`src/sv/tlpm_pkg.sv`:
```
// Shared types, constants and the helper function of the tick latency percentile monitor.
package tlpm_pkg;

    localparam int WINDOW_DEPTH_DEF = 512;
    localparam int DELAY_BITS_DEF   = 32;

    localparam int NOW_BITS = 48;
    localparam int CFG_BITS = 16;
    localparam int IDX_BITS = 8;
    localparam int CNT_BITS = 32;
    localparam int OUT_BITS = 32;

    // Result transaction: nine 32-bit fields and the notify flag, padded to whole bytes.
    localparam int OUT_FIELDS    = 9;
    localparam int OUT_RAW_BITS  = OUT_FIELDS * OUT_BITS + 1;
    localparam int OUT_DATA_BITS = ((OUT_RAW_BITS + 7) / 8) * 8;

    localparam logic [IDX_BITS-1:0] REG_INTERVAL   = 8'd0;
    localparam logic [IDX_BITS-1:0] REG_STALL_LOW  = 8'd1;
    localparam logic [IDX_BITS-1:0] REG_STALL_MID  = 8'd2;
    localparam logic [IDX_BITS-1:0] REG_STALL_HIGH = 8'd3;

    localparam logic [CFG_BITS-1:0] INTERVAL_MIN    = 16'd10;
    localparam logic [CFG_BITS-1:0] INTERVAL_RESET  = 16'd10;
    localparam logic [CFG_BITS-1:0] STALL_LOW_RESET = 16'd100;
    localparam logic [CFG_BITS-1:0] STALL_MID_RESET = 16'd500;
    localparam logic [CFG_BITS-1:0] STALL_HIGH_RST  = 16'd1000;

    localparam logic [NOW_BITS-1:0] NOW_MAX = {NOW_BITS{1'b1}};
    localparam logic [CNT_BITS-1:0] CNT_MAX = {CNT_BITS{1'b1}};

    localparam logic [3:0] TEN_LAST = 4'd9;

    // The 95th percentile rank is tracked as quotient and remainder of (95n + 99) / 100.
    localparam logic [7:0] P95_NUM  = 8'd95;
    localparam logic [7:0] P95_DEN  = 8'd100;
    localparam logic [6:0] P95_BIAS = 7'd99;

    typedef enum logic [2:0] {
        ST_IDLE,
        ST_CALC,
        ST_UPDATE,
        ST_START,
        ST_SELECT,
        ST_DONE
    } state_t;

    typedef struct packed {
        logic calc;
        logic update;
    } stats_ctrl_t;

    typedef struct packed {
        logic start;
    } rank_ctrl_t;

    typedef struct packed {
        logic busy;
        logic done;
    } rank_stat_t;

    typedef struct packed {
        logic [OUT_BITS-1:0] tick_count;
        logic [OUT_BITS-1:0] last_delay;
        logic [OUT_BITS-1:0] max_delay;
        logic [OUT_BITS-1:0] stalls_low;
        logic [OUT_BITS-1:0] stalls_mid;
        logic [OUT_BITS-1:0] stalls_high;
        logic [OUT_BITS-1:0] stall_max;
        logic                notify;
    } stats_t;

    function automatic logic [CNT_BITS-1:0] sat_inc(input logic [CNT_BITS-1:0] c);
        return (c == CNT_MAX) ? c : c + 1'b1;
    endfunction

endpackage

```
`src/sv/tlpm_cell.sv`:
```
// One window cell: holds a stored delay and takes its neighbour's value when the row moves.
module tlpm_cell #(
    parameter int DELAY_BITS = tlpm_pkg::DELAY_BITS_DEF
) (
    input  logic                  clk,
    input  logic                  en,
    input  logic [DELAY_BITS-1:0] d,
    output logic [DELAY_BITS-1:0] q
);

    logic [DELAY_BITS-1:0] value_reg;

    always_ff @(posedge clk)
    begin
        if (en)
        begin
            value_reg <= d;
        end
    end

    assign q = value_reg;

endmodule

```
`config.mk`:
```
export PLATFORM = sky130hd
export DESIGN_NAME = tlpm_cell
export DESIGN_NICKNAME = d
export VERILOG_FILES = /design/src/sv/tlpm_pkg.sv /design/src/sv/tlpm_cell.sv
export SDC_FILE = /design/constraint.sdc
export NUM_CORES = 1
export LEC_CHECK = 0
export BUFFER_PORTS_ARGS = -buffer_cell sky130_fd_sc_hd__buf_2
export CORE_UTILIZATION = 35
export CTS_BUF_LIST = sky130_fd_sc_hd__clkbuf_4 sky130_fd_sc_hd__clkbuf_8 sky130_fd_sc_hd__clkbuf_16
export CTS_CLUSTER_SIZE = 12
export DETAILED_ROUTE_END_ITERATION = 6
export GPL_TIMING_DRIVEN = 0
export PLACE_DENSITY = 0.76
export REMOVE_ABC_BUFFERS = 1
export SLEW_MARGIN = 5
export SYNTH_ARGS = -nofsm -noshare
export SYNTH_HDL_FRONTEND = slang
export SYNTH_SLANG_ARGS = --single-unit
```
`constraint.sdc`:
```
create_clock -name clk -period 0.9 [get_ports clk]
set_input_delay 0 -clock clk [delete_from_list [all_inputs] [get_ports clk]]
set_output_delay 0 -clock clk [all_outputs]
set_load 0.01 [all_outputs]
```
==> summary by stage <==
STA
The smallest clock period supported by the final layout is computed as 0.8671 ns. At the pin with the least slew margin, the transition time is 0.6869 ns. The number of failing hold endpoints at the final stage came to 0. Setup repair after global routing could not meet its margin everywhere.

Derived from the worst setup path, the maximum achievable clock frequency is 1153 MHz. For the final routed database, the setup TNS stands at 0 ns. The worst pin sits at a relative slew slack of 54.21%. Setup violations remaining at the end of the flow were counted as 0. The period utilization is 96.34%. The count of final max-slew check failures was 0.

Final layout
Cells with a size suffix above 1 make up 52.55% of the layout. The count of antenna diodes in the layout is 0. The net count of the finished layout is 170. The count of multi-input gates is 0. The area growth from synthesis to layout is 76.43%. The finished layout holds 167 standard cells, fillers aside. The multi-input combinational cells in the finished layout cover a total of 0 µm². The register with the most flip-flops in the layout has 32 of them.

Logic synthesis
The total of flip-flops plus latches after synthesis is 32. For this run, the number of Yosys warnings is 0. The number of unique standard cell types used by synthesis is 1. In this run the mean area of a mapped cell was 30.03 µm².

Of the synthesized area, sequential elements account for 100.0%. Synthesis produced a netlist whose cell count is 32. The synthesized cell area is 960.9 µm².

Clock tree
The clock drives 32 sinks. The post-CTS clock slew at the launch and capture registers of the worst setup and hold paths is 0.09 ns. CTS built an H-tree with a depth of 2. The longest clock path from root to sink contains 2 buffers. The tree is rooted in a clkbuf_4. The CTS tree is done.

The CTS buffer count is 5.

Worst setup path
The top cell family by delay on the critical path is flip-flops. On the worst path, the slowest cell contributes a delay of 0.39 ns. The slowest cell on the critical path is edfxtp_1. In this run the worst path has a maximum fanout of 1.

STA classifies the critical path startpoint as a register. For the worst setup path, the data arrival time is 0.87 ns. Traced cell by cell, the critical path runs through buf_2. For the worst setup path, the data required time is 0.90 ns. Counting both buffers and inverters, the worst setup path holds a total of 1. The sort of element at the end of the critical path is an output port. The critical path startpoint is q[8]$_DFFE_PP_. The worst setup path is of the reg2out kind.

Floorplanning
The height of the die is 54.40 µm. The die covers 2959 µm². The placeable core region is 2545 µm².

The initial cell density of the core is 37.76%. The die is 54.40 µm wide. The number of placement rows is 18.

In this run the count of I/O pins placed on the die edge is 66.

Routing
The detailed-routing iteration count for the pre-antenna-repair pass is 4. The number of antenna-violating nets in the routed design is 0. For this run, design rule violations remaining after detail routing come to 0.

The initial detailed-routing violation count is 11. The routed wire length is 2160 µm. The via count is 713. The detailed-route vias per instance is 4.269. After detailed routing, the average wire length per cell comes to 12.93 µm.

Global route
The global-route usage over all layers is 16.09%. The largest net degree at the start of global routing is 33. The initial antenna violation count is 0.

The first-pass GRT wire length is 2946 µm. The number of global-route vias before repair is 743. After global routing the overflow that remains totals 0.

Placed design
The count of buffers from port buffering is 65. Counting tap cells, the placed design contains a total of 127 instances. The weighted congestion reported at the end of routability-driven placement is 0.5785.

Power
The power per cell area is 1719 nW/µm². VDD sags by at most 0.001491 V. The leakage dissipation is 0.7349 nW.

Outcome
The run finished with clean final reports.

Job
Across the run, the number of max-cap violations was 0.

Worst hold path
The path category of the worst min-delay check is in2reg. The launch instance of the worst min-delay path is en.
[power breakdown]
group | internal (mW) | leakage (nW) | switching, mW | total, mW
Clock | 0.286 | 0.0324 | 0.456 | 0.742
Sequential | 1.77 | 0.313 | 0.0282 | 1.80
Combinational | 0.213 | 0.389 | 0.162 | 0.375
[layout make-up]
type / instances / area (µm²)
Clock buffer: 5 / 37.54
Tap cell: 30 / 37.54
Sequential cell: 32 / 960.9
Fill cell: 177 / 849.6
Timing Repair Buffer: 97 / 645.6
Clock inverter: 3 / 13.76
[layer usage]
| metal | part of all wire [%] | vias to the layer above | track usage (%) | wire, µm |
|---|---|---|---|---|
| met1 | 37 | 327 | 13.60 | 798 |
| met2 | 52 | 44 | 28.05 | 1130 |
| met4 | 1.8 | 0 | 9.402 | 38 |
| met5 | 0 | - | 0 | 0 |
| li1 | - | 338 | - | - |
| met3 | 8.9 | 4 | 10.00 | 192 |
[kinds of logic after synthesis]
| group | count (synthesis) | share of synthesized area [%] |
|---|---|---|
| DFF | 32 | 100.0 |
[placed cells by master (no fill, tap or decap)]
master          n
clkinv_1        1
edfxtp_1       32
clkinv_2        2
buf_2          65
dlygate4sd3_1  32
clkbuf_4        5
[final timing paths]
path  cells after the start         endpoint  slack [ns]
min                       1  q[20]$_DFFE_PP_        0.26
max                       1             q[8]        0.03
[Yosys cell counts]
master / count / share of area [%]
edfxtp_1: 32 / 100
[stage by stage]
step / instance area, µm² / hold slack, ns / setup WS [ns] / total power [mW] / utilization (%)
floorplan: 960.9 / 0.09887 / 0.5062 / 1.900 / -
global placement: 1324 / 0.1769 / -0.01195 / 2.086 / 52.02
detailed placement: 1324 / 0.1781 / -0.04047 / 2.102 / 52.02
CTS: 1695 / 0.2513 / 0.003064 / 2.954 / 66.62
global route: 1695 / 0.2503 / -0.04937 / 3.065 / 66.62
finish: 1695 / 0.2604 / 0.03294 / 2.914 / 66.62
[timing repair]
action                                 4_1_cts  5_1_grt
setup buffers                                0        0
hold buffers                                32        0
setup endpoints to repair                    0       15
endpoints found under the hold margin       32        0
gates resized for setup                      0        0
Power figures use the tool's default switching activity.
