<file path="config.mk">
export PLATFORM = sky130hd
export DESIGN_NAME = tlpm_stats
export DESIGN_NICKNAME = d
export VERILOG_FILES = /design/src/sv/tlpm_pkg.sv /design/src/sv/tlpm_stats.sv
export SDC_FILE = /design/constraint.sdc
export NUM_CORES = 1
export LEC_CHECK = 0
export ABC_AREA = 1
export BUFFER_PORTS_ARGS = -buffer_cell sky130_fd_sc_hd__buf_2
export CAP_MARGIN = 15
export CORE_UTILIZATION = 35
export DETAILED_ROUTE_END_ITERATION = 12
export HOLD_SLACK_MARGIN = 0.15
export SYNTH_ARGS = -nofsm -noshare
export SYNTH_HDL_FRONTEND = slang
export SYNTH_SLANG_ARGS = --single-unit
</file>
<file path="constraint.sdc">
create_clock -name clk -period 5.3 [get_ports clk]
set_input_delay 0.265 -clock clk [delete_from_list [all_inputs] [get_ports clk]]
set_output_delay 0.265 -clock clk [all_outputs]
set_load 0.01 [all_outputs]
</file>
<file path="src/sv/tlpm_pkg.sv">
// Shared types, constants and the helper function of the tick latency percentile monitor.
package tlpm_pkg;

    localparam int WINDOW_DEPTH_DEF = 512;
    localparam int DELAY_BITS_DEF   = 32;

    localparam int NOW_BITS = 48;
    localparam int CFG_BITS = 16;
    localparam int IDX_BITS = 8;
    localparam int CNT_BITS = 32;
    localparam int OUT_BITS = 32;

    // Result transaction: nine 32-bit fields and the notify flag, padded to whole bytes.
    localparam int OUT_FIELDS    = 9;
    localparam int OUT_RAW_BITS  = OUT_FIELDS * OUT_BITS + 1;
    localparam int OUT_DATA_BITS = ((OUT_RAW_BITS + 7) / 8) * 8;

    localparam logic [IDX_BITS-1:0] REG_INTERVAL   = 8'd0;
    localparam logic [IDX_BITS-1:0] REG_STALL_LOW  = 8'd1;
    localparam logic [IDX_BITS-1:0] REG_STALL_MID  = 8'd2;
    localparam logic [IDX_BITS-1:0] REG_STALL_HIGH = 8'd3;

    localparam logic [CFG_BITS-1:0] INTERVAL_MIN    = 16'd10;
    localparam logic [CFG_BITS-1:0] INTERVAL_RESET  = 16'd10;
    localparam logic [CFG_BITS-1:0] STALL_LOW_RESET = 16'd100;
    localparam logic [CFG_BITS-1:0] STALL_MID_RESET = 16'd500;
    localparam logic [CFG_BITS-1:0] STALL_HIGH_RST  = 16'd1000;

    localparam logic [NOW_BITS-1:0] NOW_MAX = {NOW_BITS{1'b1}};
    localparam logic [CNT_BITS-1:0] CNT_MAX = {CNT_BITS{1'b1}};

    localparam logic [3:0] TEN_LAST = 4'd9;

    // The 95th percentile rank is tracked as quotient and remainder of (95n + 99) / 100.
    localparam logic [7:0] P95_NUM  = 8'd95;
    localparam logic [7:0] P95_DEN  = 8'd100;
    localparam logic [6:0] P95_BIAS = 7'd99;

    typedef enum logic [2:0] {
        ST_IDLE,
        ST_CALC,
        ST_UPDATE,
        ST_START,
        ST_SELECT,
        ST_DONE
    } state_t;

    typedef struct packed {
        logic calc;
        logic update;
    } stats_ctrl_t;

    typedef struct packed {
        logic start;
    } rank_ctrl_t;

    typedef struct packed {
        logic busy;
        logic done;
    } rank_stat_t;

    typedef struct packed {
        logic [OUT_BITS-1:0] tick_count;
        logic [OUT_BITS-1:0] last_delay;
        logic [OUT_BITS-1:0] max_delay;
        logic [OUT_BITS-1:0] stalls_low;
        logic [OUT_BITS-1:0] stalls_mid;
        logic [OUT_BITS-1:0] stalls_high;
        logic [OUT_BITS-1:0] stall_max;
        logic                notify;
    } stats_t;

    function automatic logic [CNT_BITS-1:0] sat_inc(input logic [CNT_BITS-1:0] c);
        return (c == CNT_MAX) ? c : c + 1'b1;
    endfunction

endpackage

</file>
<file path="src/sv/tlpm_stats.sv">
// Delay computation, running maxima and saturating tick and stall counters.
module tlpm_stats #(
    parameter int DELAY_BITS = tlpm_pkg::DELAY_BITS_DEF
) (
    input  logic                            clk,
    input  logic                            rst_n,
    input  tlpm_pkg::stats_ctrl_t           ctrl,
    input  logic [tlpm_pkg::NOW_BITS-1:0]   now,
    input  logic [tlpm_pkg::CFG_BITS-1:0]   interval,
    input  logic [tlpm_pkg::CFG_BITS-1:0]   stall_low,
    input  logic [tlpm_pkg::CFG_BITS-1:0]   stall_mid,
    input  logic [tlpm_pkg::CFG_BITS-1:0]   stall_high,
    output logic [DELAY_BITS-1:0]           delay,
    output tlpm_pkg::stats_t                stats
);

    localparam int NB = tlpm_pkg::NOW_BITS;
    localparam logic [NB-1:0] DELAY_MAX = (NB'(1) << DELAY_BITS) - NB'(1);
    localparam int CFG_W = tlpm_pkg::CFG_BITS;

    logic [NB-1:0]                   expected_reg, expected_next;
    logic [tlpm_pkg::CNT_BITS-1:0]   tick_total_reg, tick_total_next;
    logic [3:0]                      mod_ten_reg, mod_ten_next;
    logic [DELAY_BITS-1:0]           delay_reg, delay_next;
    logic [DELAY_BITS-1:0]           peak_reg, peak_next;
    logic [DELAY_BITS-1:0]           stall_peak_reg, stall_peak_next;
    logic [tlpm_pkg::CNT_BITS-1:0]   cnt_low_reg, cnt_low_next;
    logic [tlpm_pkg::CNT_BITS-1:0]   cnt_mid_reg, cnt_mid_next;
    logic [tlpm_pkg::CNT_BITS-1:0]   cnt_high_reg, cnt_high_next;

    logic [CFG_W-1:0] eff_interval;
    logic [NB:0]      diff;
    logic [NB:0]      sum;
    logic [NB-1:0]    diff_sat;
    logic             hit_low, hit_mid, hit_high;

    always_comb
    begin
        eff_interval = (interval < tlpm_pkg::INTERVAL_MIN) ? tlpm_pkg::INTERVAL_MIN : interval;
        diff = {1'b0, now} - {1'b0, expected_reg};
        sum  = {1'b0, now} + (NB + 1)'(eff_interval);
        if (diff[NB] || diff == '0)
        begin
            diff_sat = '0;
        end
        else if (diff[NB-1:0] > DELAY_MAX)
        begin
            diff_sat = DELAY_MAX;
        end
        else
        begin
            diff_sat = diff[NB-1:0];
        end

        hit_low  = delay_reg >= DELAY_BITS'(stall_low);
        hit_mid  = delay_reg >= DELAY_BITS'(stall_mid);
        hit_high = delay_reg >= DELAY_BITS'(stall_high);

        expected_next   = expected_reg;
        delay_next      = delay_reg;
        tick_total_next = tick_total_reg;
        mod_ten_next    = mod_ten_reg;
        peak_next       = peak_reg;
        stall_peak_next = stall_peak_reg;
        cnt_low_next    = cnt_low_reg;
        cnt_mid_next    = cnt_mid_reg;
        cnt_high_next   = cnt_high_reg;

        if (ctrl.calc)
        begin
            delay_next    = diff_sat[DELAY_BITS-1:0];
            expected_next = sum[NB] ? tlpm_pkg::NOW_MAX : sum[NB-1:0];
        end

        if (ctrl.update)
        begin
            tick_total_next = tlpm_pkg::sat_inc(tick_total_reg);
            mod_ten_next    = (mod_ten_reg >= tlpm_pkg::TEN_LAST) ? 4'd0 : mod_ten_reg + 4'd1;
            if (delay_reg > peak_reg)
            begin
                peak_next = delay_reg;
            end
            if (hit_low)
            begin
                cnt_low_next = tlpm_pkg::sat_inc(cnt_low_reg);
                if (delay_reg > stall_peak_reg)
                begin
                    stall_peak_next = delay_reg;
                end
            end
            if (hit_mid)
            begin
                cnt_mid_next = tlpm_pkg::sat_inc(cnt_mid_reg);
            end
            if (hit_high)
            begin
                cnt_high_next = tlpm_pkg::sat_inc(cnt_high_reg);
            end
        end
    end

    always_ff @(posedge clk or negedge rst_n)
    begin
        if (!rst_n)
        begin
            expected_reg   <= NB'(tlpm_pkg::INTERVAL_RESET);
            tick_total_reg <= '0;
            mod_ten_reg    <= '0;
            delay_reg      <= '0;
            peak_reg       <= '0;
            stall_peak_reg <= '0;
            cnt_low_reg    <= '0;
            cnt_mid_reg    <= '0;
            cnt_high_reg   <= '0;
        end
        else
        begin
            expected_reg   <= expected_next;
            tick_total_reg <= tick_total_next;
            mod_ten_reg    <= mod_ten_next;
            delay_reg      <= delay_next;
            peak_reg       <= peak_next;
            stall_peak_reg <= stall_peak_next;
            cnt_low_reg    <= cnt_low_next;
            cnt_mid_reg    <= cnt_mid_next;
            cnt_high_reg   <= cnt_high_next;
        end
    end

    assign delay = delay_reg;

    always_comb
    begin
        stats.tick_count   = tick_total_reg;
        stats.last_delay   = tlpm_pkg::OUT_BITS'(delay_reg);
        stats.max_delay    = tlpm_pkg::OUT_BITS'(peak_reg);
        stats.stalls_low   = cnt_low_reg;
        stats.stalls_mid   = cnt_mid_reg;
        stats.stalls_high  = cnt_high_reg;
        stats.stall_max    = tlpm_pkg::OUT_BITS'(stall_peak_reg);
        stats.notify       = (mod_ten_reg == 4'd0) || hit_low;
    end

endmodule

</file>
==> key figures, run 1 <==
CTS
  – CTS root buf: clkbuf_16
  – CTS Buf Count: 36
  – # hold bufs at CTS: 30
  – Resize count post-CTS: 0
  – Clock transition at path regs: 0.07 ns
  – Post-CTS setup buffers: 0
  – CTS tree: built
  – Clk_lat worst skew: 0.57 ns
  – Max clock buf depth: 3
  – CTS Sinks: 276
  – Htree depth: 2

Logic synthesis
  – Yosys warnings: 0
  – Area share of the largest cell type after synthesis: about 30%
  – Top post-synthesis cells by area: dfrtp_1 30%, nand2_1 17%, inv_1 11%, ha_1 10%, nor2_1 5.4%
  – Seq cells post-synth: 276
  – Post-Syn Area: 22,800 µm²
  – Post-synthesis cell type count: 47
  – Leading area contributor after synthesis: dfrtp_1
  – Syn Area/Cell: 6.58 µm²
  – Main synth FF type: dfrtp_1
  – Number of synthesized flops with an enable pin: 0
  – Sequential element share of the synthesized area: 30.3%
  – Post-Synthesis Cells: around 3,500
  – Synth Net Count: 3,773
  – Async set-or-reset flop fraction in the synthesized netlist: 100%

Worst setup path
  – Critical path type: register to register
  – Cell Chain, Critical Path: ha_1 -> fa_1 -> nand3b_1 -> nand2_1 -> nand2_1 -> nand2_1 -> nand2_1 -> nand3_1 -> nand2_1 -> nand3_1 -> nand2_1 -> nor2_1 -> nand2_1 -> nor2_4 -> nand2_1 -> nor2_2 -> nor2_4 -> nand2_1 -> nand2_1
  – WP data required: between 5 and 6 ns
  – Critical path's slowest cell: nor2_4
  – CP Buf/Inv Count: 0
  – Top delay family on crit path: simple AND/OR/NAND/NOR gates
  – CP Capture Type: register
  – Worst-case reg-to-reg path depth: 19
  – CP startpoint kind: register
  – Data arrival, critical path: 4.07 ns
  – CP max stage delay: 0.56 ns
  – Reg2reg setup slack: 1.66 ns
  – Crit path max fanout: 33
  – R2r endpoint: delay[29]
  – Crit-path most repeated cell: nand2_1
  – Reg2Reg Launch Point: expected_reg[0]

Placement
  – Final HPWL DP: 60,700 µm
  – I/O Buffers: roughly 370
  – Placer congestion estimate: 0.980
  – Worst slack, placed: 1.08 ns

Die
  – Die footprint: 66,300 µm²
  – Site Rows: 93
  – Core Region: 64,500 µm²
  – Initial Utilization: a little over a third
  – Die height: about 260 µm
  – Top Ports: 373
  – Die X-Extent: 257 µm

Routing
  – WL per Instance: 16.0 µm
  – Drt drc: 0
  – Total wire length: 75,500 µm
  – Vias/cell: 4.88
  – Antenna Nets Post-Route: 0
  – 1st-iter DRT viols: 1,702
  – Routed vias: 23,000
  – Drt pass-1 iters: 6

Timing
  – Fin crit period: approximately 3.6 ns
  – Worst Skew: 0.0365 ns
  – Final setup vio count: 0
  – Final Slew Violations: 0
  – Fin worst setup slack: 1.66 ns
  – RSZ-0062 raised after global routing: false
  – Setup_tns: 0 ns
  – Slew HR: 34.6%
  – Hold Vio Cnt, Final: 0
  – Ratio of final minimum period to clock period: 68.6%
  – Peak Freq: between 200 and 300 MHz
  – Slew of the pin with the lowest slew margin: 0.981 ns

Worst hold path
  – Hold_sp: ctrl[0]
  – Hold Path End: mod_ten_reg[3]
  – Min-Delay Path Class: input port to register
  – Worst hold stages: 2

Final layout
  – Share of cells above drive strength 1: 12.2%
  – Nets: 4,123
  – Commonest non-fill, non-tap cells in the layout: 1,028 x nand2_1, 638 x inv_1, 370 x buf_2
  – N_diodes: 0
  – Area grow syn2layout: 17.8%
  – Largest register FFs: 48
  – Fill cells: 6,932
  – Most common cell after layout, fill and taps aside: nand2_1

Global routing
  – Largest net degree at the start of global routing: ~170
  – First-pass GRT wire length: 119,000 µm
  – Initial antenna violation count: 0
  – Total grt overflow: 0
  – Tot GR Track Use: 22.5%
  – Vias in the first global route: about 21,000

Power
  – Cell Pwr Density: around 350 nW/µm²
  – LEAKAGE: ~15 nW
  – Worst vdd ir: 0.178 mV

Flow run
  – Max-Cap Viols: 0

Run status
  – Status: completed
-- report_power, final --
part / switching (mW) / internal (mW) / total [mW] / leakage (nW)
registers: 0.587 / 2.58 / 3.17 / 3.44
logic: 2.37 / 1.38 / 3.75 / 10.6
clock network: 1.01 / 1.51 / 2.52 / 0.590
total: 3.96 / 5.48 / 9.44 / 14.6
-- through the flow --
stage | hold slack [ns] | total power, mW | instance area (µm²) | utilization, % | cells
2_1_floorplan | -0.0306 | 5.48 | 22800 | - | 3472
3_3_place_gp | 0.182 | 6.83 | 25300 | 39.3 | 4607
3_5_place_dp | 0.190 | 6.89 | 25300 | 39.3 | 4607
4_1_cts | 0.154 | 9.49 | 26800 | 41.6 | 4702
5_1_grt | 0.201 | 10.2 | 26900 | 41.7 | 4704
6_report | 0.169 | 9.44 | 26900 | 41.7 | 4704
-- synthesized netlist by cell type (5+ instances only) --
| library cell | count |
|---|---|
| o211ai_1 | 5 |
| and2_1 | 5 |
| nor4_1 | 35 |
| o21bai_1 | 10 |
| nand3b_1 | 17 |
| xor2_1 | 114 |
| inv_1 | 639 |
| o31ai_1 | 5 |
| nand2_1 | 1028 |
| a211oi_1 | 7 |
| buf_4 | 32 |
| a41oi_1 | 6 |
| o21ai_1 | 7 |
| buf_2 | 11 |
| a31oi_1 | 30 |
| o21ai_0 | 148 |
| inv_2 | 6 |
| nand4_1 | 78 |
| o21a_1 | 5 |
| a21oi_1 | 112 |
| xnor2_1 | 33 |
| ha_1 | 183 |
| nand3_1 | 156 |
| nor2_1 | 327 |
| clkbuf_1 | 52 |
| nor2_2 | 6 |
| nor3_1 | 99 |
| dfrtp_1 | 274 |
-- kinds of logic (layout without fill, tap and decap cells) --
group,after synthesis,after routing,share of synthesized area [%]
adder cells (fa/ha/maj),185,185,10.2
buffers and inverters,744,1121,12.9
flip-flops,276,276,30.3
AO/OA/AOI/OAI,347,347,8.38
AND/OR/NAND/NOR,1773,1773,32.6
XOR/XNOR,147,147,5.64
-- worst max-delay path by stage --
stage | start | endpoint | slack, ns | cells after the start
floorplan | interval[3] | expected_reg[25] | 2.24 | 26
global placement | interval[2] | expected_reg[17] | 1.17 | 24
detailed placement | interval[2] | expected_reg[19] | 1.08 | 24
CTS | interval[2] | expected_reg[19] | 1.66 | 24
global route | interval[2] | expected_reg[19] | 1.25 | 24
finish | expected_reg[0] | delay[29] | 1.66 | 19
-- area by class of cell --
type / instances / area, µm² / area share [%]
Multi-Input combinational cell: 2452 / 13000 / 48.3
Sequential cell: 276 / 6910 / 25.7
Inverter: 645 / 2420 / 9.00
Timing Repair Buffer: 411 / 2290 / 8.53
Tap cell: 855 / 1070 / 3.98
Clock buffer: 53 / 1030 / 3.85
Clock inverter: 12 / 175 / 0.651
-- per-layer routing --
layer  wire length, µm  part of all wire [%]  track usage, %
met1             35300                    47            30.9
met2             34300                    45            36.9
met3              3950                   5.2            2.80
met4              1950                   2.6            6.28
met5                 0                     0               0
(Power assumes the default switching activity.)
==> run 2: changes to the inputs <==
- clock period: 5.3 -> 3.53 ns (I/O delays scaled with it)
==> key figures, run 2 (synthesized netlist as in run 1, its figures left out) <==
Final layout
  – Area grow syn2layout: 19.8%
  – N_diodes: 0
  – Fin area: 27,400 µm²
  – Final Util: 42.5%
  – Multi-input gate area: 13,000 µm²
  – Largest register FFs: 48
  – Nets: 4,182
  – Share of cells above drive strength 1: 13.4%
  – Commonest non-fill, non-tap cells in the layout: 1,028 x nand2_1, 638 x inv_1, 370 x buf_2
  – FF/Latch Area: 6910 µm²
  – Most common cell after layout, fill and taps aside: nand2_1
  – Fill cells: 6,909

Global routing
  – Most Crowded Layer GR: met2
  – Vias in the first global route: 21,600
  – Largest net degree at the start of global routing: 107
  – Total grt overflow: 0
  – Initial antenna violation count: 0
  – Grt met2 use: roughly 37%
  – Met3 Usage GRT: 2.97%
  – M1 GR Usage: 31.7%
  – Tot GR Track Use: 23.1%
  – First-pass GRT wire length: ~120,000 µm

Timing
  – Final setup vio count: 0
  – Ratio of final minimum period to clock period: 90.1%
  – Slew of the pin with the lowest slew margin: 0.865 ns
  – Slew HR: 42.4%
  – Fin crit period: 3.18 ns
  – Fin worst setup slack: 0.350 ns
  – Worst Skew: 0.0299 ns
  – Peak Freq: 314 MHz
  – Setup_tns: 0 ns
  – Hold Vio Cnt, Final: 0
  – RSZ-0062 raised after global routing: false
  – Final Slew Violations: 0

Worst setup path
  – Crit-path most repeated cell: nand2_1
  – Data arrival, critical path: 3.62 ns
  – CP startpoint kind: register
  – Crit path max fanout: 32
  – Cell Chain, Critical Path: ha_1 -> fa_1 -> nand3b_1 -> nand2_1 -> nand2_1 -> nand2_1 -> nand2_1 -> nand3_1 -> nand2_1 -> nand3_1 -> nand2_1 -> nor2_1 -> nand2_1 -> nor2_4 -> buf_4 -> nand3_1 -> nand2_1 -> inv_1 -> nand2_1 -> nand2_1
  – WP data required: 3.97 ns
  – CP Capture Type: register
  – Reg2reg setup slack: 0.35 ns
  – Worst-case reg-to-reg path depth: 20
  – R2r endpoint: delay[5]
  – Reg2Reg Launch Point: expected_reg[0]
  – CP max stage delay: around 0.43 ns
  – Critical path type: register to register
  – Critical path's slowest cell: fa_1

Die
  – Die height: between 200 and 300 µm
  – Top Ports: 373
  – Die X-Extent: 257 µm
  – Die footprint: about 66,000 µm²
  – Site Rows: 93
  – Initial Utilization: 35.4%
  – Core Region: 64,500 µm²

CTS
  – CTS root buf: clkbuf_16
  – CTS Sinks: roughly 280
  – Clk_lat worst skew: 0.56 ns
  – CTS tree: built
  – Htree depth: 2
  – Max clock buf depth: 3
  – Clock transition at path regs: 0.05 ns
  – CTS Buf Count: 36
  – Resize count post-CTS: 0

Placement
  – Final HPWL DP: 62,800 µm
  – I/O Buffers: 372
  – Placed inst area: 25,800 µm²
  – Placer congestion estimate: 0.992
  – Worst slack, placed: 0.0956 ns

Routing
  – Vias/cell: 4.87
  – Drt drc: 0
  – Drt pass-1 iters: 5
  – WL per Instance: roughly 16 µm
  – 1st-iter DRT viols: 1,884
  – Antenna Nets Post-Route: 0
  – Total wire length: 77,100 µm
  – Routed vias: approximately 23,000

Worst hold path
  – Hold Path End: expected_reg[13]
  – Hold_sp: interval[13]
  – Min-Delay Path Class: input port to register
  – Worst hold stages: 4

Power
  – Tot Pwr: 14.4 mW
  – Worst vdd ir: 0.291 mV
  – Cell Pwr Density: 527 nW/µm²
  – LEAKAGE: between 10 and 15 nW

Flow run
  – Max-Cap Viols: 0

Run status
  – Status: completed
run 2: cell types whose count changed in the layout (fill, tap and decap cells not counted):
cell / previous run / this run
buf_12: 1 / 4
buf_16: 2 / 0
buf_4: 7 / 60
bufinv_16: 3 / 5
clkbuf_1: 10 / 7
clkbuf_8: 7 / 6
clkinv_2: 3 / 4
clkinv_4: 1 / 0
dlygate4sd3_1: 30 / 35
inv_16: 1 / 0
inv_6: 2 / 3
run 2: final cells by class:
class	count	share of cell area [%]
repair buffers	470	10.0
inverters	645	8.85
well taps	855	3.91
multi-input cells	2452	47.5
clock inverters	14	0.805
flip-flops and latches	276	25.2
clock buffers	49	3.69
run 2: how the worst max path moves through the flow:
stage / startpoint / to / slack, ns / depth (start not counted)
final: expected_reg[0] / delay[5] / 0.35 / 20
after global routing: expected_reg[3] / delay[16] / 0.05 / 20
after CTS: expected_reg[0] / delay[31] / 0.35 / 20
after detailed placement: interval[15] / expected_reg[17] / 0.1 / 23
after global placement: interval[15] / expected_reg[25] / 0.13 / 23
after floorplan: interval[3] / expected_reg[25] / 0.56 / 26
run 2: worst max-delay path: cells and delay by family (launching register included):
kind / cells / cell delay [ns]
adders and majority gates: 2 / 0.65
buffers and inverters: 2 / 0.37
DFF: 1 / 0.37
and+or+nand+nor: 16 / 1.68
run 2: report_power, final:
| part | switching, mW | total, mW | internal [mW] |
|---|---|---|---|
| Combinational | 3.71 | 5.85 | 2.14 |
| Sequential | 0.800 | 4.68 | 3.88 |
| Clock | 1.50 | 3.88 | 2.38 |
| Total | 6.02 | 14.4 | 8.40 |
run 2: layer usage:
metal / share of wire, % / routed length [µm]
met1: 47 / 35900
met2: 44 / 34300
met3: 5.6 / 4300
met4: 3.5 / 2680
met5: 0 / 0
run 2: timing repair:
| item | in CTS | in global routing |
|---|---|---|
| hold buffers | 35 | 0 |
| buffers inserted | 0 | 0 |
| hold endpoints to repair | 161 | 0 |
run 2: per-stage QoR:
step	std cells	hold slack [ns]
after floorplan	3472	-0.119
after global placement	4663	0.308
after detailed placement	4663	0.303
after CTS	4761	0.170
after global routing	4761	0.236
final	4761	0.181
