`src/sv/tlpm_pkg.sv`:
```
// Shared types, constants and the helper function of the tick latency percentile monitor.
package tlpm_pkg;

    localparam int WINDOW_DEPTH_DEF = 512;
    localparam int DELAY_BITS_DEF   = 32;

    localparam int NOW_BITS = 48;
    localparam int CFG_BITS = 16;
    localparam int IDX_BITS = 8;
    localparam int CNT_BITS = 32;
    localparam int OUT_BITS = 32;

    // Result transaction: nine 32-bit fields and the notify flag, padded to whole bytes.
    localparam int OUT_FIELDS    = 9;
    localparam int OUT_RAW_BITS  = OUT_FIELDS * OUT_BITS + 1;
    localparam int OUT_DATA_BITS = ((OUT_RAW_BITS + 7) / 8) * 8;

    localparam logic [IDX_BITS-1:0] REG_INTERVAL   = 8'd0;
    localparam logic [IDX_BITS-1:0] REG_STALL_LOW  = 8'd1;
    localparam logic [IDX_BITS-1:0] REG_STALL_MID  = 8'd2;
    localparam logic [IDX_BITS-1:0] REG_STALL_HIGH = 8'd3;

    localparam logic [CFG_BITS-1:0] INTERVAL_MIN    = 16'd10;
    localparam logic [CFG_BITS-1:0] INTERVAL_RESET  = 16'd10;
    localparam logic [CFG_BITS-1:0] STALL_LOW_RESET = 16'd100;
    localparam logic [CFG_BITS-1:0] STALL_MID_RESET = 16'd500;
    localparam logic [CFG_BITS-1:0] STALL_HIGH_RST  = 16'd1000;

    localparam logic [NOW_BITS-1:0] NOW_MAX = {NOW_BITS{1'b1}};
    localparam logic [CNT_BITS-1:0] CNT_MAX = {CNT_BITS{1'b1}};

    localparam logic [3:0] TEN_LAST = 4'd9;

    // The 95th percentile rank is tracked as quotient and remainder of (95n + 99) / 100.
    localparam logic [7:0] P95_NUM  = 8'd95;
    localparam logic [7:0] P95_DEN  = 8'd100;
    localparam logic [6:0] P95_BIAS = 7'd99;

    typedef enum logic [2:0] {
        ST_IDLE,
        ST_CALC,
        ST_UPDATE,
        ST_START,
        ST_SELECT,
        ST_DONE
    } state_t;

    typedef struct packed {
        logic calc;
        logic update;
    } stats_ctrl_t;

    typedef struct packed {
        logic start;
    } rank_ctrl_t;

    typedef struct packed {
        logic busy;
        logic done;
    } rank_stat_t;

    typedef struct packed {
        logic [OUT_BITS-1:0] tick_count;
        logic [OUT_BITS-1:0] last_delay;
        logic [OUT_BITS-1:0] max_delay;
        logic [OUT_BITS-1:0] stalls_low;
        logic [OUT_BITS-1:0] stalls_mid;
        logic [OUT_BITS-1:0] stalls_high;
        logic [OUT_BITS-1:0] stall_max;
        logic                notify;
    } stats_t;

    function automatic logic [CNT_BITS-1:0] sat_inc(input logic [CNT_BITS-1:0] c);
        return (c == CNT_MAX) ? c : c + 1'b1;
    endfunction

endpackage

```
`src/sv/tlpm_rank.sv`:
```
// Bitwise rank selection: finds two order statistics as the window row rotates past its head.
module tlpm_rank #(
    parameter int WINDOW_DEPTH = tlpm_pkg::WINDOW_DEPTH_DEF,
    parameter int DELAY_BITS   = tlpm_pkg::DELAY_BITS_DEF
) (
    input  logic                                  clk,
    input  logic                                  rst_n,
    input  tlpm_pkg::rank_ctrl_t                  ctrl,
    input  logic [$clog2(WINDOW_DEPTH+1)-1:0]     fill,
    input  logic [$clog2(WINDOW_DEPTH)-1:0]       k50,
    input  logic [$clog2(WINDOW_DEPTH)-1:0]       k95,
    input  logic [DELAY_BITS-1:0]                 head,
    output tlpm_pkg::rank_stat_t                  stat,
    output logic [DELAY_BITS-1:0]                 p50,
    output logic [DELAY_BITS-1:0]                 p95
);

    localparam int IDXW = $clog2(WINDOW_DEPTH);
    localparam int CNTW = $clog2(WINDOW_DEPTH + 1);
    localparam logic [IDXW-1:0] POS_LAST = IDXW'(WINDOW_DEPTH - 1);

    logic                  active_reg, active_next;
    logic                  done_reg, done_next;
    logic [IDXW-1:0]       pos_reg, pos_next;
    logic [IDXW-1:0]       skip_reg, skip_next;
    logic [DELAY_BITS-1:0] sel_reg, sel_next;
    logic [DELAY_BITS-1:0] mask_reg, mask_next;
    logic [DELAY_BITS-1:0] pfx50_reg, pfx50_next;
    logic [DELAY_BITS-1:0] pfx95_reg, pfx95_next;
    logic [IDXW-1:0]       rem50_reg, rem50_next;
    logic [IDXW-1:0]       rem95_reg, rem95_next;
    logic [CNTW-1:0]       cnt50_reg, cnt50_next;
    logic [CNTW-1:0]       cnt95_reg, cnt95_next;

    logic            in_win, bit_zero, hit50, hit95, last_pos;
    logic [CNTW-1:0] sum50, sum95;

    always_comb
    begin
        // The row holds the newest delay in cell 0, so the valid entries reach the head last.
        in_win   = pos_reg >= skip_reg;
        bit_zero = (head & sel_reg) == '0;
        hit50    = in_win && bit_zero && (((head ^ pfx50_reg) & mask_reg) == '0);
        hit95    = in_win && bit_zero && (((head ^ pfx95_reg) & mask_reg) == '0);
        sum50    = cnt50_reg + CNTW'(hit50);
        sum95    = cnt95_reg + CNTW'(hit95);
        last_pos = pos_reg == POS_LAST;

        active_next = active_reg;
        done_next   = 1'b0;
        pos_next    = pos_reg;
        skip_next   = skip_reg;
        sel_next    = sel_reg;
        mask_next   = mask_reg;
        pfx50_next  = pfx50_reg;
        pfx95_next  = pfx95_reg;
        rem50_next  = rem50_reg;
        rem95_next  = rem95_reg;
        cnt50_next  = cnt50_reg;
        cnt95_next  = cnt95_reg;

        if (ctrl.start)
        begin
            active_next = 1'b1;
            pos_next    = '0;
            skip_next   = IDXW'(CNTW'(WINDOW_DEPTH) - fill);
            sel_next    = {1'b1, {(DELAY_BITS-1){1'b0}}};
            mask_next   = '0;
            pfx50_next  = '0;
            pfx95_next  = '0;
            rem50_next  = k50;
            rem95_next  = k95;
            cnt50_next  = '0;
            cnt95_next  = '0;
        end
        else if (active_reg)
        begin
            cnt50_next = sum50;
            cnt95_next = sum95;
            pos_next   = last_pos ? '0 : pos_reg + 1'b1;
            if (last_pos)
            begin
                // End of a pass: no more zeros than the remaining rank means the bit is one.
                if (CNTW'(rem50_reg) >= sum50)
                begin
                    pfx50_next = pfx50_reg | sel_reg;
                    rem50_next = rem50_reg - IDXW'(sum50);
                end
                if (CNTW'(rem95_reg) >= sum95)
                begin
                    pfx95_next = pfx95_reg | sel_reg;
                    rem95_next = rem95_reg - IDXW'(sum95);
                end
                cnt50_next = '0;
                cnt95_next = '0;
                sel_next   = sel_reg >> 1;
                mask_next  = {1'b1, mask_reg[DELAY_BITS-1:1]};
                if (sel_reg[0])
                begin
                    active_next = 1'b0;
                    done_next   = 1'b1;
                end
            end
        end
    end

    always_ff @(posedge clk or negedge rst_n)
    begin
        if (!rst_n)
        begin
            active_reg <= 1'b0;
            done_reg   <= 1'b0;
        end
        else
        begin
            active_reg <= active_next;
            done_reg   <= done_next;
        end
    end

    always_ff @(posedge clk)
    begin
        pos_reg   <= pos_next;
        skip_reg  <= skip_next;
        sel_reg   <= sel_next;
        mask_reg  <= mask_next;
        pfx50_reg <= pfx50_next;
        pfx95_reg <= pfx95_next;
        rem50_reg <= rem50_next;
        rem95_reg <= rem95_next;
        cnt50_reg <= cnt50_next;
        cnt95_reg <= cnt95_next;
    end

    assign stat.busy = active_reg;
    assign stat.done = done_reg;
    assign p50       = pfx50_reg;
    assign p95       = pfx95_reg;

`ifndef NO_ASSERTIONS
    a_sel_onehot: assert property (@(posedge clk) disable iff (!rst_n)
        active_reg |-> $onehot(sel_reg))
        else $error("bit selector is not one-hot during selection");

    a_done_after_active: assert property (@(posedge clk) disable iff (!rst_n)
        done_reg |-> $past(active_reg) && !active_reg)
        else $error("selection finished without a running pass");

    a_start_runs: assert property (@(posedge clk) disable iff (!rst_n)
        ctrl.start |=> active_reg && pos_reg == '0)
        else $error("selection did not start at the first position");
`endif

endmodule

```
`config.mk`:
```
export PLATFORM = sky130hd
export DESIGN_NAME = tlpm_rank
export DESIGN_NICKNAME = d
export VERILOG_FILES = /design/src/sv/tlpm_pkg.sv /design/src/sv/tlpm_rank.sv
export SDC_FILE = /design/constraint.sdc
export NUM_CORES = 1
export LEC_CHECK = 0
export BUFFER_PORTS_ARGS = -buffer_cell sky130_fd_sc_hd__buf_2
export CELL_PAD_IN_SITES_DETAIL_PLACEMENT = 1
export CELL_PAD_IN_SITES_GLOBAL_PLACEMENT = 1
export CORE_AREA = 10 10 156 158
export CTS_CLUSTER_DIAMETER = 100
export DETAILED_ROUTE_END_ITERATION = 10
export DIE_AREA = 0 0 166 168
export GPL_TIMING_DRIVEN = 0
export HOLD_SLACK_MARGIN = 0.05
export PLACE_DENSITY_LB_ADDON = 0.1
export SLEW_MARGIN = 20
export SYNTH_ARGS = -nofsm -noshare
export SYNTH_HDL_FRONTEND = slang
export SYNTH_SLANG_ARGS = --single-unit
export TNS_END_PERCENT = 30
```
`constraint.sdc`:
```
create_clock -name clk -period 4.9 [get_ports clk]
set_input_delay 0.49 -clock clk [delete_from_list [all_inputs] [get_ports clk]]
set_output_delay 0.49 -clock clk [all_outputs]
set_load 0.01 [all_outputs]
```
==> results of run 1 <==
## layout make-up
cell class              instances  area [sq um]
clock inverters                13         127.6
well taps                     280         350.3
fillers                      2529         10700
inverters                      25         93.84
multi-input cells             727          4821
clock buffers                  19         432.9
repair buffers                128         645.6
flip-flops and latches        186          4004
plain buffers                  53         246.5
## layer usage
| layer | wire [microns] | track usage [%] | vias up |
|---|---|---|---|
| met3 | 1745 | 5.355 | 37 |
| met5 | 0 | 0 | - |
| li1 | - | - | 3842 |
| met4 | 596 | 6.048 | 0 |
| met1 | 14700 | 28.71 | 4054 |
| met2 | 15460 | 37.45 | 229 |
## cells in the mapped netlist (all sizes together) (8+ instances only)
cell / instances
a21oi: 94
a22o: 68
a22oi: 44
buf: 18
clkbuf: 35
dfxtp: 157
edfxtp: 27
ha: 30
inv: 25
nand2: 166
nand3: 13
nand4: 21
nor2: 51
nor3: 12
nor4: 8
o21ai: 27
xnor2: 22
xor2: 80
## power breakdown
group | total [mW] | internal [mW] | switching (mW)
logic | 0.260 | 0.0990 | 0.161
clock network | 1.34 | 0.677 | 0.667
registers | 1.59 | 1.57 | 0.0163
## through the flow
step,util (%),hold WS (ns),TNS (ns),instance area (sq um)
finish,50.06,0.3157,0,10720
global route,50.06,0.2989,-0.07404,10720
CTS,49.88,0.3066,0,10680
detailed placement,47.22,0.2847,-8.462,10110
global placement,47.22,0.2756,-7.381,10110
floorplan,-,0.1944,0,9128
## path summary, 6_finish.rpt
kind                                      startpoint                         to  slack [ns]  depth (start not counted)
min                                          fill[0]      skip_reg[0]$_DFFE_PP_        0.32                          1
max reg2reg                  sel_reg[6]$_SDFFE_PP0P_        p50[8]$_SDFFE_PP0P_        0.31                         16
min reg2reg                cnt50_reg[9]$_SDFFE_PP0P_  cnt50_reg[9]$_SDFFE_PP0P_        0.51                          2
max                          sel_reg[6]$_SDFFE_PP0P_        p50[8]$_SDFFE_PP0P_        0.31                         16
max in group asynchronous                      rst_n         done_reg$_DFF_PN0_        4.43                          2
min in group asynchronous                      rst_n       active_reg$_DFF_PN0_        0.36                          2
## worst max-delay path: stages, from the launching register on
cell and delay [ns]:
dfxtp_1 0.40, a22o_1 0.23, a221oi_1 0.29, nand3_1 0.14, or4_1 0.64, nor3_2 0.35, ha_2 0.32, nand3_1 0.10
xor2_1 0.18, ha_1 0.37, nand3_1 0.13, nand2_1 0.12, o21ai_1 0.10, a21o_1 0.23, a211oi_4 0.44, buf_4 0.32
a22o_1 0.16
## timing repair
action / in CTS / in global routing
endpoints found under the setup margin: 0 / 82
resized for setup: 0 / 10
endpoints found under the hold margin: 2 / 0
hold buffers: 1 / 0
## cell families (layout without fill, tap and decap cells)
logic type	after synthesis	after routing	synth area share, %
adder cells (fa/ha/maj)	34	34	4.770
AND/OR/NAND/NOR	307	307	15.34
AO/OA/AOI/OAI	274	274	21.21
buffers and inverters	78	238	3.729
multiplexers	9	9	1.055
flip-flops	186	186	43.87
XOR/XNOR	103	103	10.03
==> summary.md, run 1 <==
| Metric | Value |
|---|---|
| Final hold vios | `0` |
| Grt total ovfl | `0` |
| Dominant cells by area after synthesis | `dfxtp_1 (34%), edfxtp_1 (8.9%), xor2_1 (7.7%), nand2_1 (6.8%), a21oi_1 (5.2%)` |
| Type of the tightest min-delay check | `in -> reg` |
| Critical path peak fanout | `10` |
| Clk slew on worst S/H paths | `0.08 ns` |
| Leakage | `4.438 nW` |
| Status | `complete, no violations` |
| CTS tree | `built` |
| Gate Count Post-Synth | `991` |
| Peak supply drop | `256.0 uV` |
| Syn. warnings | `0` |
| Synthesis-to-layout area growth | `17.46%` |
| Minimum clock period | `4.594 ns` |
| Fmax | `217.7 MHz` |
| Pre-CTS setup slack | `-0.2203 ns` |
| DRC viols | `0` |
| Vias per cell | `5.704` |
| Placeable core area | `0.02142 sq mm` |
| GRT Overall Usage | `22.56%` |
| Vias in the first global route | `8412` |
| Final slew viol count | `0` |
| Yosys cell types | `67` |
| Wire per inst | `22.72 microns` |
| Antenna diodes | `0` |
| Crit path DAT | `4.97 ns` |
| Crit path capture type | `flop` |
| Gp weighted congestion | `0.9053` |
| Primary FF master, synth | `dfxtp_1` |
| Commonest non-fill, non-tap cell in the layout | `nand2_1` |
| Initial antenna violation count | `0` |
| Placed insts | `1398` |
| Port Buffer Count | `127` |
| Clock Tree Buf Depth | `2` |
| Drt pass-1 iters | `5` |
| Skew-Pair Late Insertion Delay | `0.44 ns` |
| Site Rows | `54` |
| Synth area leader | `dfxtp_1` |
| Post-CTS Setup Bufs | `0` |
| First-pass GRT wire length | `approximately 50000 microns` |
| Post-synthesis sequential area ratio | `between 40 and 50%` |
| Setup Viol. Count Final | `0` |
| Post-route insts no fill | `1431` |
| Largest net degree at the start of global routing | `19` |
| # H-tree levels | `4` |
| Worst path required time | `5.27 ns` |
| Slew @ Worst Pin | `0.9458 ns` |
| Async SR Flop Fraction | `1.075%` |
| Commonest non-fill, non-tap cells in the layout | `nand2_1 (166), dfxtp_1 (157), buf_2 (129), a21oi_1 (93), xor2_1 (79)` |
| Max-Cap Viols | `0` |
| DRT iter0 DRCs | `539` |
| TritonCTS Buffers | `17` |
| Layout cells sized above 1 | `18.68%` |
| Initial Util | `42.62%` |
| Slew headroom | `between 30 and 40%` |
| Ports | `129` |
| Chip width | `approximately 170 microns` |
| Setup ws final | `0.3058 ns` |
| Total Power | `3.194 mW` |
| Final WL | `32510 microns` |
| Vias | `roughly 8200` |
| Die H | `168 microns` |
| Crit Path Class | `reg -> reg` |
| Die ar. | `~0.028 sq mm` |
| Layout Nets | `1233` |
| Dpl hpwl | `24910 microns` |
| CP Launch Type | `flop` |
| #FFs+latches synth | `around 190` |
| Root buffer cell | `clkbuf_16` |
| DRT antenna net count | `0` |
| Power Density | `around 300 mW/mm^2` |
| Sink Count | `186` |
| Post-synth EDFFs | `27` |
| Mapped Area | `0.009128 sq mm` |
| Syn avg cell area | `slightly above 9 sq um` |
| Fin crit share | `93.76%` |
| Syn nets | `1086` |
| Area share of the largest cell type after synthesis | `34.43%` |
| Skew final | `0.01086 ns` |
Power figures use the tool's default switching activity.
==> inputs of run 2 (changes only) <==
Clock period 4.9 ns to 4.4 ns, I/O delays scaled along.
==> run 2 against run 1 <==
Maximum frequency up 8.5%. Count of clock-buffer cells in the layout unchanged. Largest power group unchanged. Register-to-register slack worse by 0.14 ns. Sequential power up 11%. Combinational power up 18%. Sequential share of layout area down 0.87 points. Critical endpoint is now p50[17]$_SDFFE_PP0P_. Worst setup slack worse by 0.14 ns. Critical path type unchanged. First-iteration DRC count up 23%. Utilization up 1.3 points.
==> summary.md, run 2 (same netlist as run 1, synthesis figures left out) <==
| Metric | Value |
|---|---|
| Leakage | `4.500 nW` |
| Power Density | `326.2 mW/mm^2` |
| Largest net degree at the start of global routing | `19` |
| M1 GR Usage | `between 20 and 30%` |
| Crit path DAT | `around 4.6 ns` |
| Setup ws final | `~0.17 ns` |
| Final WL | `33070 microns` |
| Critical Path, Cell by Cell | `a22o_1, a221oi_2, nand3_1, or4_4, nor3_4, ha_4, nand2_1, xor2_1, ha_2, nand3_1, nor2_1, o21ai_1, a21o_1, a211oi_4, buf_4, buf_4, a22o_1` |
| Peak supply drop | `288.2 uV` |
| Grt total ovfl | `0` |
| Final slew viol count | `0` |
| Pre-CTS setup slack | `-0.6703 ns` |
| Crit path capture type | `flop` |
| Unrepaired setup endpoints after global routing | `yes` |
| Vias per cell | `between 5 and 6` |
| DRT antenna net count | `0` |
| Placeable core area | `0.02142 sq mm` |
| Minimum clock period | `4.235 ns` |
| Vias in the first global route | `around 8400` |
| Initial antenna violation count | `0` |
| Fin crit share | `96.24%` |
| Commonest non-fill, non-tap cells in the layout | `nand2_1 (166), dfxtp_1 (153), buf_2 (129), a21oi_1 (91), xor2_1 (75)` |
| Clock Tree Buf Depth | `2` |
| Chip width | `166 microns` |
| Worst path required time | `4.78 ns` |
| Type of the tightest min-delay check | `in -> reg` |
| Slew @ Worst Pin | `0.9698 ns` |
| Clk slew on worst S/H paths | `about 0.070 ns` |
| TNS Setup | `0 ns` |
| Vias | `between 8000 and 9000` |
| Sink Count | `about 190` |
| Site Rows | `54` |
| Flop-to-flop setup slack | `0.17 ns` |
| CTS tree | `built` |
| Critical path peak fanout | `10` |
| M3 GR Usage | `under 10%` |
| Antenna diodes | `0` |
| Crit Path Class | `reg -> reg` |
| Setup Viol. Count Final | `0` |
| Root buffer cell | `clkbuf_16` |
| Port Buffer Count | `roughly 130` |
| Dpl hpwl | `approximately 25000 microns` |
| Layout Nets | `between 1000 and 1500` |
| Slowest stage delay, CP | `around 0.6 ns` |
| Ports | `129` |
| Global Route met2 Usage | `37.57%` |
| Commonest non-fill, non-tap cell in the layout | `nand2_1` |
| Fmax | `between 200 and 250 MHz` |
| First-pass GRT wire length | `between 40000 and 50000 microns` |
| Slew headroom | `35.35%` |
| DRT iter0 DRCs | `662` |
| Die H | `168 microns` |
| Die ar. | `0.02789 sq mm` |
| Status | `complete, no violations` |
| Final core occ | `approximately half` |
| Synthesis-to-layout area growth | `20.41%` |
| GRT Max-Usage Layer | `met2` |
| Initial Util | `~43%` |
| Skew final | `0.01055 ns` |
| Gp weighted congestion | `0.9053` |
| CP Launch Type | `flop` |
| Skew-Pair Late Insertion Delay | `between 0.4 and 0.5 ns` |
| TritonCTS Buffers | `17` |
| GRT Overall Usage | `a little under a quarter` |
| DRC viols | `0` |
| Final hold vios | `0` |
| Worst path slowest cell | `or4_4` |
| # H-tree levels | `4` |
| Layout cells sized above 1 | `21.48%` |
| Max-Cap Viols | `0` |
| Drt pass-1 iters | `5` |
| Hold WS | `0.2646 ns` |
| Wire per inst | `between 20 and 25 microns` |
## run 2: changes by cell type in the layout (fill, tap and decap cells not counted), sizes merged
cell / change
a21o: +1
buf: +8
clkbuf: -1
## run 2: metrics by stage
stage                     total power, mW  area (sq um)  std cells
after floorplan                     1.973          9128        991
after global placement              2.087         10110       1398
after detailed placement            2.094         10110       1398
after global routing                3.706         10990       1439
after CTS                           3.585         10760       1433
final                               3.585         10990       1439
## run 2: path summary, 6_finish.rpt
kind	start	endpoint	cells after the start
setup / recovery	sel_reg[16]$_SDFFE_PP0P_	p50[17]$_SDFFE_PP0P_	17
hold / removal	fill[0]	skip_reg[0]$_DFFE_PP_	1
setup reg to reg	sel_reg[16]$_SDFFE_PP0P_	p50[17]$_SDFFE_PP0P_	17
hold reg to reg	sel_reg[31]$_SDFFE_PP1P_	sel_reg[31]$_SDFFE_PP1P_	2
max in group asynchronous	rst_n	done_reg$_DFF_PN0_	2
min in group asynchronous	rst_n	active_reg$_DFF_PN0_	2
## run 2: per-layer routing
metal,wire length [microns],vias to the layer above
met2,15710,250
met5,0,-
met1,14720,4149
met4,667,0
li1,-,3867
met3,1963,45
## run 2: power by group
part	internal [mW]	leakage [nW]	switching [mW]
combinational	0.121	2.67	0.188
sequential	1.75	1.55	0.0195
clock	0.754	0.274	0.751
total	2.63	4.50	0.958
## run 2: what timing repair did
item | CTS | global route
cloned | 0 | 1
setup endpoints to repair | 88 | 87
resized for setup | 15 | 32
pin swaps | 3 | 12
setup buffers | 2 | 6
endpoints found under the hold margin | 2 | 0
hold buffers | 1 | 0
## run 2: cell type report
type | instances | area [sq um]
sequential | 186 | 4009
fill | 2525 | 10430
timing repair buffer | 136 | 705.7
clock buffer | 19 | 432.9
clock inverter | 13 | 127.6
buffer | 52 | 246.5
multi-input combinational | 728 | 5025
tap | 280 | 350.3
inverter | 25 | 93.84
## run 2: worst max-delay path: cells and delay by family, from the launching register on
family,cells,cell delay (ns)
AND/OR/NAND/NOR,6,1.44
XOR/XNOR,1,0.17
buffers and inverters,2,0.42
AO/OA/AOI/OAI,6,1.13
adder cells (fa/ha/maj),2,0.63
flip-flops,1,0.38
==> inputs of run 3 (changes only) <==
Settings changed: CORE_AREA 10 10 156 158 to 10 10 186 188, DIE_AREA 0 0 166 168 to 0 0 196 198.
==> run 3 against run 2 <==
Combinational power about the same. Critical path type unchanged. Clock skew increased by 0.0063 ns. Maximum frequency increased by 0.30%. Sequential cell count unchanged. Sequential power about the same.
==> summary.md, run 3 (same netlist as run 1, synthesis figures left out) <==
| Metric | Value |
|---|---|
| Status | `complete, no violations` |
| Chip width | `between 150 and 200 microns` |
| Crit Path Class | `reg -> reg` |
| Fmax | `236.9 MHz` |
| Leakage | `4.514 nW` |
| # H-tree levels | `4` |
| Crit path capture type | `flop` |
| Grt total ovfl | `0` |
| Reg2Reg Depth | `18` |
| Clk slew on worst S/H paths | `0.08 ns` |
| Antenna diodes | `0` |
| Skew-Pair Late Insertion Delay | `0.46 ns` |
| Final WL | `35570 microns` |
| Max-Cap Viols | `0` |
| # fillers | `3644` |
| Root buffer cell | `clkbuf_16` |
| Hold WS | `0.2339 ns` |
| Ports | `roughly 130` |
| Site Rows | `65` |
| DRT antenna net count | `0` |
| Wire per inst | `22.81 microns` |
| Critical Path, Cell by Cell | `xor2_1, a22oi_1, nand4_1, or4_1, nor3_4, buf_12, ha_4, nand3_1, xor2_2, ha_4, a21oi_1, nand2_1, o22a_2, o21ai_4, a2111oi_4, buf_4, buf_6, a22o_2` |
| Setup Viol. Count Final | `0` |
| Clock Tree Buf Depth | `2` |
| DRT iter0 DRCs | `roughly 360` |
| Type of the tightest min-delay check | `in -> reg` |
| Fin crit share | `95.95%` |
| First-pass GRT wire length | `53400 microns` |
| Largest net degree at the start of global routing | `18` |
| Commonest non-fill, non-tap cells in the layout | `nand2_1 (166), dfxtp_1 (152), buf_2 (129), a21oi_1 (91), xor2_1 (75)` |
| Peak supply drop | `260.8 uV` |
| Bufs and invs on worst path | `3` |
| Vias per cell | `5.184` |
| Commonest non-fill, non-tap cell in the layout | `nand2_1` |
| Slew headroom | `roughly 34%` |
| Drt pass-1 iters | `4` |
| Multi-input gate area | `about 0.0051 sq mm` |
| CTS tree | `built` |
| Vias in the first global route | `roughly 8400` |
| Sink Count | `186` |
| Placeable core area | `0.03107 sq mm` |
| Worst path required time | `around 4.7 ns` |
| Critical path depth | `18` |
| Crit path top cell by count | `ha_4` |
| Pre-CTS setup slack | `-0.9850 ns` |
| DRC viols | `0` |
| Slew @ Worst Pin | `0.9870 ns` |
| Delay-heaviest family, CP | `simple AND/OR/NAND/NOR gates` |
| Initial Util | `29.38%` |
| Setup ws final | `0.1780 ns` |
| Final slew viol count | `0` |
| WHS Path Cells | `1` |
| GRT Overall Usage | `18.16%` |
| Die ar. | `0.03881 sq mm` |
| CP Launch Type | `flop` |
| Gp weighted congestion | `about 0.82` |
| Die H | `slightly below 200 microns` |
| Skew final | `0.01685 ns` |
| Dpl hpwl | `27060 microns` |
| Vias | `8082` |
| Storage cell area | `0.004010 sq mm` |
| Initial antenna violation count | `0` |
| Port Buffer Count | `127` |
| Final hold vios | `0` |
| Layout cells sized above 1 | `between 20% and 30%` |
| Slowest stage delay, CP | `0.60 ns` |
| Critical path peak fanout | `10` |
| Final core occ | `36.05%` |
| Power Density | `319.8 mW/mm^2` |
| TNS Setup | `0 ns` |
| Worst path slowest cell | `or4_1` |
| Synthesis-to-layout area growth | `22.69%` |
| Minimum clock period | `about 4.2 ns` |
| Layout Nets | `1240` |
| TritonCTS Buffers | `17` |
| Crit path DAT | `4.56 ns` |
run 3: cell count changes in the layout (fill, tap and decap cells not counted), moves of 2 or more:
| cell | delta |
|---|---|
| inv_8 | -2 |
| ha_1 | -2 |
| buf_4 | -3 |
| a221oi_1 | -2 |
| a221oi_2 | +2 |
| ha_4 | +2 |
run 3: final cells by class:
| cell class | instances | area share (%) |
|---|---|---|
| clock buffers | 18 | 3.832 |
| inverters | 25 | 0.8380 |
| repair buffers | 135 | 6.346 |
| flip-flops and latches | 186 | 35.81 |
| clock inverters | 13 | 0.9721 |
| multi-input cells | 728 | 45.44 |
| well taps | 402 | 4.492 |
| plain buffers | 52 | 2.268 |
run 3: stage by stage:
step	area [sq um]	total power [mW]	instances
finish	11200	3.582	1559
global route	11200	3.725	1559
CTS	10950	3.607	1556
detailed placement	10270	2.098	1520
global placement	10270	2.097	1520
floorplan	9128	1.973	991
run 3: worst reg2reg max path: stages, from the launching register on:
cell and delay, ns:
dfxtp_1 0.48, xor2_1 0.11, a22oi_1 0.21, nand4_1 0.14, or4_1 0.60, nor3_4 0.23, buf_12 0.15, ha_4 0.18
nand3_1 0.13, xor2_2 0.26, ha_4 0.26, a21oi_1 0.12, nand2_1 0.12, o22a_2 0.24, o21ai_4 0.20, a2111oi_4 0.09
buf_4 0.18, buf_6 0.17, a22o_2 0.22
run 3: where the power goes:
part	switching, mW	internal [mW]
Combinational	0.189	0.122
Clock	0.760	0.739
Sequential	0.0193	1.75
Total	0.968	2.61
run 3: repair_timing:
item	4_1_cts	5_1_grt
pin swaps	7	10
resized for setup	22	35
hold buffers	1	0
hold endpoints to repair	2	0
setup buffers	3	4
setup endpoints to repair	91	87
cloned	1	0
run 3: path summary, 6_finish.rpt:
| path | slack (ns) | startpoint | to |
|---|---|---|---|
| max in group asynchronous | 3.99 | rst_n | active_reg$_DFF_PN0_ |
| min reg2reg | 0.49 | mask_reg[13]$_SDFFE_PP0P_ | mask_reg[12]$_SDFFE_PP0P_ |
| min | 0.23 | fill[0] | skip_reg[0]$_DFFE_PP_ |
| max reg2reg | 0.18 | p95[25]$_SDFFE_PP0P_ | p95[17]$_SDFFE_PP0P_ |
| max | 0.18 | p95[25]$_SDFFE_PP0P_ | p95[17]$_SDFFE_PP0P_ |
| min in group asynchronous | 0.32 | rst_n | done_reg$_DFF_PN0_ |
run 3: per-layer routing:
metal | vias up | global-route usage [%] | wire, microns
li1 | 3858 | - | -
met1 | 4018 | 24.29 | 16840
met2 | 176 | 28.14 | 16350
met3 | 30 | 4.583 | 1727
met4 | 0 | 5.402 | 650
met5 | - | 0 | 0
